### config.mk
export PLATFORM = sky130hd
export DESIGN_NAME = dfs_divider
export DESIGN_NICKNAME = d
export VERILOG_FILES = /design/src/rtl/core/dfs_pkg.sv /design/src/rtl/core/dfs_divider.sv
export SDC_FILE = /design/constraint.sdc
export NUM_CORES = 2
export LEC_CHECK = 0
export ABC_AREA = 1
export BUFFER_PORTS_ARGS = -buffer_cell sky130_fd_sc_hd__buf_2
export CAP_MARGIN = 0
export CORE_ASPECT_RATIO = 2
export CORE_UTILIZATION = 30
export CTS_CLUSTER_SIZE = 24
export DETAILED_ROUTE_END_ITERATION = 7
export GPL_TIMING_DRIVEN = 0
export SYNTH_ARGS = -nofsm -noshare
export SYNTH_HDL_FRONTEND = slang
export SYNTH_SLANG_ARGS = --single-unit
export TNS_END_PERCENT = 5
### constraint.sdc
create_clock -name clock -period 6.52 [get_ports clock]
set_clock_uncertainty 0.15 [all_clocks]
set_input_delay 0.326 -clock clock [delete_from_list [all_inputs] [get_ports clock]]
set_output_delay 0.326 -clock clock [all_outputs]
set_load 0.05 [all_outputs]
### src/rtl/core/dfs_pkg.sv
package dfs_pkg;

   localparam int CSR_ADDR_W = 4;
   localparam int CSR_DATA_W = 32;

   typedef enum logic [CSR_ADDR_W-1:0] {
      ADDR_RADIUS       = 4'h0,
      ADDR_PEAK_SCALE   = 4'h4,
      ADDR_CURVE_SELECT = 4'h8
   } csr_addr_type;

   typedef enum logic [1:0] {
      CURVE_GAUSS  = 2'd0,
      CURVE_CUBIC  = 2'd1,
      CURVE_COSINE = 2'd2,
      CURVE_LINEAR = 2'd3
   } curve_type;

   localparam logic [31:0] RADIUS_RESET = 32'd0;
   localparam logic [15:0] PEAK_RESET   = 16'd4096;
   localparam logic [15:0] SCALE_ONE    = 16'd4096;
   localparam logic [16:0] WEIGHT_ONE   = 17'd65536;

   localparam longint Q30_ONE     = 64'sd1073741824;
   localparam longint Q30_HALF_PI = 64'sd1686629713;

   // side information that rides along with each item
   typedef struct packed {
      logic active;
      logic final_icon;
   } tag_type;

   function automatic logic [16:0] q30_to_q16(longint v);
      longint r;
      begin
         r = (v < 0) ? 64'sd0 : v;
         r = (r + 64'sd8192) >>> 14;
         if (r > 64'sd65536) r = 64'sd65536;
         return r[16:0];
      end
   endfunction

   // quotient of two nonnegative values, only used while the tables are built
   function automatic longint quot(longint num, longint den);
      longint q;
      longint r;
      begin
         q = 0;
         r = 0;
         for (int bit_pos = 62; bit_pos >= 0; bit_pos--) begin
            r = (r <<< 1) | ((num >>> bit_pos) & 64'sd1);
            if (r >= den) begin
               r = r - den;
               q = q | (64'sd1 <<< bit_pos);
            end
         end
         return q;
      end
   endfunction

   function automatic longint exp_neg_q30(longint x);
      longint y;
      longint term;
      longint sum;
      begin
         y    = x >>> 3;
         term = Q30_ONE;
         sum  = Q30_ONE;
         for (int n = 1; n <= 14; n++) begin
            term = quot((term * y) >>> 30, longint'(n));
            if (n % 2 == 1) sum = sum - term;
            else sum = sum + term;
         end
         if (sum < 0) sum = 0;
         for (int n = 0; n < 3; n++) sum = (sum * sum + (64'sd1 <<< 29)) >>> 30;
         return sum;
      end
   endfunction

   function automatic longint cos_q30(longint t);
      longint t2;
      longint term;
      longint sum;
      begin
         t2   = (t * t) >>> 30;
         term = Q30_ONE;
         sum  = Q30_ONE;
         for (int n = 1; n <= 12; n++) begin
            term = quot((term * t2) >>> 30, longint'((2 * n - 1) * (2 * n)));
            if (n % 2 == 1) sum = sum - term;
            else sum = sum + term;
         end
         if (sum < 0) sum = 0;
         if (sum > Q30_ONE) sum = Q30_ONE;
         return sum;
      end
   endfunction

   // u is the sample position in Q30
   function automatic logic [16:0] gauss_weight(longint u);
      longint u2;
      longint x;
      begin
         u2 = (u * u) >>> 30;
         x  = (u2 * 25) >>> 3;
         return q30_to_q16(exp_neg_q30(x));
      end
   endfunction

   function automatic logic [16:0] cosine_weight(longint u);
      longint c;
      begin
         c = cos_q30((u * Q30_HALF_PI) >>> 30);
         return q30_to_q16((c * c + (64'sd1 <<< 29)) >>> 30);
      end
   endfunction

endpackage

### src/rtl/core/dfs_divider.sv
// restoring divider, one quotient bit per stage: q = floor(d * 2^16 / r), d < r
module dfs_divider (
   input  logic             clock,
   input  logic             reset,
   input  logic             en,
   input  logic             in_valid,
   input  logic [31:0]      in_d,
   input  dfs_pkg::tag_type in_tag,
   input  logic [31:0]      radius,
   output logic             out_valid,
   output logic [15:0]      out_q,
   output dfs_pkg::tag_type out_tag
);
   import dfs_pkg::*;

   localparam int STAGES = 16;

   logic [31:0]     rem_ff   [STAGES];
   logic [15:0]     quo_ff   [STAGES];
   logic            valid_ff [STAGES];
   tag_type         tag_ff   [STAGES];

   for (genvar s = 0; s < STAGES; s++) begin : g_stage
      logic [31:0] rem_src;
      logic [15:0] quo_src;
      logic        valid_src;
      tag_type     tag_src;
      logic [32:0] rem2;
      logic        ge;
      logic [32:0] rem_sub;

      if (s == 0) begin : g_first
         assign rem_src   = in_d;
         assign quo_src   = 16'd0;
         assign valid_src = in_valid;
         assign tag_src   = in_tag;
      end else begin : g_next
         assign rem_src   = rem_ff[s-1];
         assign quo_src   = quo_ff[s-1];
         assign valid_src = valid_ff[s-1];
         assign tag_src   = tag_ff[s-1];
      end

      assign rem2    = {rem_src, 1'b0};
      assign ge      = rem2 >= {1'b0, radius};
      assign rem_sub = rem2 - {1'b0, radius};

      always_ff @(posedge clock) begin
         if (reset) begin
            valid_ff[s] <= 1'b0;
         end else if (en) begin
            valid_ff[s] <= valid_src;
         end
         if (en) begin
            rem_ff[s] <= ge ? rem_sub[31:0] : rem2[31:0];
            quo_ff[s] <= {quo_src[14:0], ge};
            tag_ff[s] <= tag_src;
         end
      end
   end

   assign out_valid = valid_ff[STAGES-1];
   assign out_q     = quo_ff[STAGES-1];
   assign out_tag   = tag_ff[STAGES-1];
endmodule

==> flow_summary.html <==
<table>
<tr><th>Metric</th><th>Value</th></tr>
<tr><th colspan="2">Cells and area</th></tr>
<tr><td>Register Area</td><td>roughly 20000 um2</td></tr>
<tr><td>Final Non-Filler Cells</td><td>~13000</td></tr>
<tr><td>Area of the multi-input gates</td><td>37300 um2</td></tr>
<tr><td>Area growth syn-to-layout</td><td>11.9%</td></tr>
<tr><td>Number of inserted filler cells in the final layout</td><td>between 20000 and 25000</td></tr>
<tr><td>Layout Nets</td><td>between 10000 and 15000</td></tr>
<tr><td>Fraction of final layout cells sized beyond drive strength 1</td><td>0.0614</td></tr>
<tr><th colspan="2">Logic synthesis</th></tr>
<tr><td>FF+latch count, synth</td><td>664</td></tr>
<tr><td>Most common cell in the netlist</td><td>sky130_fd_sc_hd__nand2_1</td></tr>
<tr><td>Count of cell types in the netlist</td><td>38</td></tr>
<tr><td>Dominant cell type by area after synthesis</td><td>sky130_fd_sc_hd__edfxtp_1</td></tr>
<tr><td>Async S/R FF share, synth</td><td>0</td></tr>
<tr><td>Post-Synthesis Net Count</td><td>between 10000 and 15000</td></tr>
<tr><td>Mapped cell area</td><td>roughly 65000 um2</td></tr>
<tr><td>Top cells by area, synth</td><td>sky130_fd_sc_hd__edfxtp_1, sky130_fd_sc_hd__nand2_1, sky130_fd_sc_hd__inv_1, sky130_fd_sc_hd__ha_1, sky130_fd_sc_hd__nand3_1</td></tr>
<tr><td>Total of warnings raised by yosys</td><td>0</td></tr>
<tr><td>Main synth FF type</td><td>sky130_fd_sc_hd__edfxtp_1</td></tr>
<tr><td>Fraction of synthesized cell area taken by the top area cell type</td><td>0.306</td></tr>
<tr><td>Avg Inst Size Synth</td><td>6.47 um2</td></tr>
<tr><td>Synthesized instance count</td><td>roughly 10000</td></tr>
<tr><td>Number of enable flip-flop cells after synthesis</td><td>~660</td></tr>
<tr><td>List of most frequent post-synthesis cells</td><td>sky130_fd_sc_hd__nand2_1, sky130_fd_sc_hd__inv_1, sky130_fd_sc_hd__nand3_1</td></tr>
<tr><td>Seq/Total Area, Yosys</td><td>0.306</td></tr>
<tr><th colspan="2">CTS</th></tr>
<tr><td>CTS Root Cell</td><td>sky130_fd_sc_hd__clkbuf_16</td></tr>
<tr><td>Post-CTS Setup Inserts</td><td>0</td></tr>
<tr><td>Clock tree from TritonCTS</td><td>built</td></tr>
<tr><td>Number of buffers between clock root and the deepest sink</td><td>3</td></tr>
<tr><td>Worst-Skew Late Latency</td><td>around 0.8 ns</td></tr>
<tr><td>Clock-pin transition on the worst setup and hold timing paths</td><td>0.06 ns</td></tr>
<tr><td>Cts bufs inserted</td><td>75</td></tr>
<tr><td>Clock sink count</td><td>664</td></tr>
<tr><td>H-tree lvl count</td><td>3</td></tr>
<tr><th colspan="2">Route</th></tr>
<tr><td>Drt total wl</td><td>approximately 300000 um</td></tr>
<tr><td>First-pass iteration count of the detailed router</td><td>7</td></tr>
<tr><td>DRC violations left</td><td>0</td></tr>
<tr><td>Vias per Instance</td><td>roughly 5</td></tr>
<tr><td>Remaining antenna violation count</td><td>0</td></tr>
<tr><td>Violation count after the first detailed-route iteration</td><td>~3800</td></tr>
<tr><td>Per-cell routed wire length</td><td>between 20 and 25 um</td></tr>
<tr><td>DR vias</td><td>approximately 65000</td></tr>
<tr><th colspan="2">Placed design</th></tr>
<tr><td>Number of instances in the placed design</td><td>around 13000</td></tr>
<tr><td>Placer congestion estimate</td><td>around 1.0</td></tr>
<tr><td>Placed wire-length estimate after detailed placement</td><td>between 200000 and 250000 um</td></tr>
<tr><td>Number of input and output port buffers inserted</td><td>slightly below 90</td></tr>
<tr><td>Pre-CTS setup slack</td><td>a little over 0.6 ns</td></tr>
<tr><th colspan="2">Critical path</th></tr>
<tr><td>Worst Path Class, Setup</td><td>input pin to flop</td></tr>
<tr><td>Critical R2R Capture</td><td>rem_ff[0][145]$_DFFE_PP_</td></tr>
<tr><td>Arrival time of data at the critical path endpoint</td><td>around 5.7 ns</td></tr>
<tr><td>Worst endpoint required time</td><td>6.82 ns</td></tr>
<tr><td>Reg-to-reg setup timing slack</td><td>between 2 and 3 ns</td></tr>
<tr><td>R2r startpoint</td><td>rem_ff[0][100]$_DFFE_PP_</td></tr>
<tr><td>Critical-path maximum fanout</td><td>18</td></tr>
<tr><td>Biggest cell delay along the critical path</td><td>0.85 ns</td></tr>
<tr><td>Element type at the critical path end</td><td>flop</td></tr>
<tr><td>Worst Reg-to-Reg Cells</td><td>12</td></tr>
<tr><td>Critical Path, Cell by Cell</td><td>buf_2, inv_2, buf_2, buf_2, buf_2, buf_12, ha_1, nand4_1, nor3_1, nand2_1, nand2_1, nor2_4, nand2_4, buf_6, nand2_1, nand2_1</td></tr>
<tr><td>Nature of the critical path startpoint</td><td>input pin</td></tr>
<tr><td>Max stage delay cell, worst path</td><td>sky130_fd_sc_hd__buf_2</td></tr>
<tr><th colspan="2">Min path</th></tr>
<tr><td>Origin of the worst min-delay path</td><td>en</td></tr>
<tr><td>Cell depth of the worst min-delay path</td><td>2</td></tr>
<tr><td>Hold endpoint</td><td>quo_ff[1][37]$_DFFE_PP_</td></tr>
<tr><td>Class of the worst hold path</td><td>input pin to flop</td></tr>
<tr><th colspan="2">Timing</th></tr>
<tr><td>Fin crit share</td><td>0.832</td></tr>
<tr><td>Setup repair after global routing missed its margin</td><td>no</td></tr>
<tr><td>Max Clock Freq</td><td>around 0.18 GHz</td></tr>
<tr><td>Final critical-path required period</td><td>5.42 ns</td></tr>
<tr><td>Worst max-slew margin expressed relative to the limit</td><td>0.127</td></tr>
<tr><td>Number of endpoints with negative hold slack in the final report</td><td>0</td></tr>
<tr><td>Final Setup Violations</td><td>0</td></tr>
<tr><td>Post-route setup slack</td><td>roughly 1.1 ns</td></tr>
<tr><td>Final count of pins violating max slew</td><td>0</td></tr>
<tr><td>Slew at the pin with the worst max-slew slack</td><td>between 1 and 1.5 ns</td></tr>
<tr><th colspan="2">Power and ir drop</th></tr>
<tr><td>Power per unit of standard cell area</td><td>roughly 500 nW/um2</td></tr>
<tr><td>Internal power</td><td>16.8 mW</td></tr>
<tr><td>Net switching fraction of the power</td><td>0.545</td></tr>
<tr><td>Combinational group share of total power</td><td>0.628</td></tr>
<tr><td>Flop pwr share</td><td>0.244</td></tr>
<tr><td>Static Leak</td><td>~39 nW</td></tr>
<tr><td>Part of the power in the clock network</td><td>0.129</td></tr>
<tr><td>Switching Power</td><td>approximately 20 mW</td></tr>
<tr><td>VDD IR-drop max</td><td>230 uV</td></tr>
<tr><th colspan="2">Floorplanning</th></tr>
<tr><td>I/O pin cnt</td><td>89</td></tr>
<tr><td>Floorplan Core Area</td><td>between 200000 and 250000 um2</td></tr>
<tr><td>Std-Cell Rows</td><td>~240</td></tr>
<tr><td>Horizontal extent of the die</td><td>331 um</td></tr>
<tr><td>Area of the die</td><td>about 220000 um2</td></tr>
<tr><td>Die H</td><td>approximately 660 um</td></tr>
<tr><td>Starting utilization of the core area</td><td>0.302</td></tr>
<tr><th colspan="2">Global route</th></tr>
<tr><td>Vias in the first global route</td><td>64600</td></tr>
<tr><td>Largest net degree at the start of global routing</td><td>between 100 and 150</td></tr>
<tr><td>Number of antenna violations at the first check in global routing</td><td>25</td></tr>
<tr><td>Global-route usage over all layers</td><td>0.268</td></tr>
<tr><td>Aggregate global routing overflow</td><td>0</td></tr>
<tr><td>First-pass GRT wire length</td><td>419000 um</td></tr>
<tr><th colspan="2">Job</th></tr>
<tr><td>Max capacitance violation total</td><td>0</td></tr>
<tr><th colspan="2">Status</th></tr>
<tr><td>Result of the run</td><td>completed</td></tr>
</table>
-- power groups by stage --
stage	Clock, mW	Sequential, mW	Combinational, mW
after global placement	0	9.05	22.4
final	4.74	8.98	23.2
after detailed placement	0	8.97	22.6
after floorplan	0	7.80	15.1
after global routing	4.97	8.97	25.3
after CTS	4.84	8.89	22.7
-- flip-flops by register name, indices dropped and copies added, names as in the netlist --
name      count
valid_ff     16
tag_ff       32
quo_ff      136
rem_ff      480
-- placed cells by master, fill, tap and decap left out, types with 23 or more instances in the layout --
| cell type | synthesis | final |
|---|---|---|
| sky130_fd_sc_hd__nand2_1 | 4410 | 4410 |
| sky130_fd_sc_hd__diode_2 | 0 | 31 |
| sky130_fd_sc_hd__nand3_2 | 84 | 84 |
| sky130_fd_sc_hd__ha_1 | 511 | 511 |
| sky130_fd_sc_hd__buf_12 | 3 | 31 |
| sky130_fd_sc_hd__a21oi_1 | 333 | 333 |
| sky130_fd_sc_hd__o21ai_0 | 23 | 23 |
| sky130_fd_sc_hd__nor3_1 | 122 | 122 |
| sky130_fd_sc_hd__nor2_1 | 601 | 601 |
| sky130_fd_sc_hd__xor2_1 | 195 | 195 |
| sky130_fd_sc_hd__buf_2 | 56 | 144 |
| sky130_fd_sc_hd__dlygate4sd3_1 | 0 | 35 |
| sky130_fd_sc_hd__clkbuf_16 | 0 | 75 |
| sky130_fd_sc_hd__inv_1 | 1801 | 1770 |
| sky130_fd_sc_hd__nand3b_1 | 155 | 155 |
| sky130_fd_sc_hd__buf_6 | 52 | 52 |
| sky130_fd_sc_hd__nand2_4 | 24 | 24 |
| sky130_fd_sc_hd__nor2_2 | 29 | 29 |
| sky130_fd_sc_hd__nand2_2 | 53 | 53 |
| sky130_fd_sc_hd__edfxtp_1 | 664 | 664 |
| sky130_fd_sc_hd__and2_1 | 125 | 125 |
| sky130_fd_sc_hd__inv_2 | 13 | 42 |
| sky130_fd_sc_hd__nand3_1 | 673 | 673 |
| sky130_fd_sc_hd__nand4_1 | 39 | 39 |
-- cells by family after synthesis --
family          Yosys count  synth area share
buf+inv                1949             0.122
simple gates           6336             0.411
fa+ha+maj               526             0.103
xor+xnor                210            0.0282
compound gates          383            0.0305
flops                   664             0.306
-- how the worst max path moves through the flow --
stage,from,to,slack (ns),cells after the start
CTS,radius[0],rem_ff[0][146]$_DFFE_PP_,1.36,15
finish,radius[0],rem_ff[0][145]$_DFFE_PP_,1.10,16
global placement,en,valid_ff[1][2]$_DFFE_PP_,-8.40,4
floorplan,radius[0],rem_ff[0][88]$_DFFE_PP_,3.62,17
global route,radius[0],rem_ff[0][145]$_DFFE_PP_,0.92,16
detailed placement,radius[0],rem_ff[0][146]$_DFFE_PP_,0.61,15
-- final cells by class --
cell class,count,area share
Timing Repair Buffer,158,0.0213
Multi-Input combinational cell,7455,0.511
Antenna cell,31,0.00106
Buffer,131,0.0149
Inverter,1818,0.0938
Clock inverter,58,0.0103
Clock buffer,79,0.0259
Tap cell,2794,0.0479
Sequential cell,664,0.273
-- timing repair --
action                     CTS  global route
hold endpoints to repair    40             0
hold buffers                35             0
resized for setup            0             0
setup endpoints to repair    0             0
-- metrics by stage --
step | power, mW | cell area [um2] | TNS [ns] | hold slack [ns] | util
floorplan | 22.9 | 65100 | 0 | 0.250 | -
global placement | 31.5 | 69100 | -4412.87 | 0.251 | 0.320
detailed placement | 31.6 | 69800 | 0 | 0.255 | 0.324
CTS | 36.4 | 72800 | 0 | 0.110 | 0.338
global route | 39.3 | 72800 | 0 | 0.102 | 0.338
finish | 36.9 | 72900 | 0 | 0.0863 | 0.338
-- worst max-delay path, delay by kind of cell --
family,cells,cell delay (ns)
buf+inv,7,3.56
fa+ha+maj,1,0.18
simple gates,8,1.50
-- metal layers --
layer	share of wire	global-route usage	wire (um)	vias to the layer above
li1	-	-	-	31800
met1	0.29	0.210	87100	29300
met2	0.52	0.507	155000	2224
met3	0.044	0.0442	13000	1226
met4	0.14	0.335	43100	8
met5	0.00015	0	46	-
No activity file was read; power rests on OpenSTA's default activity.
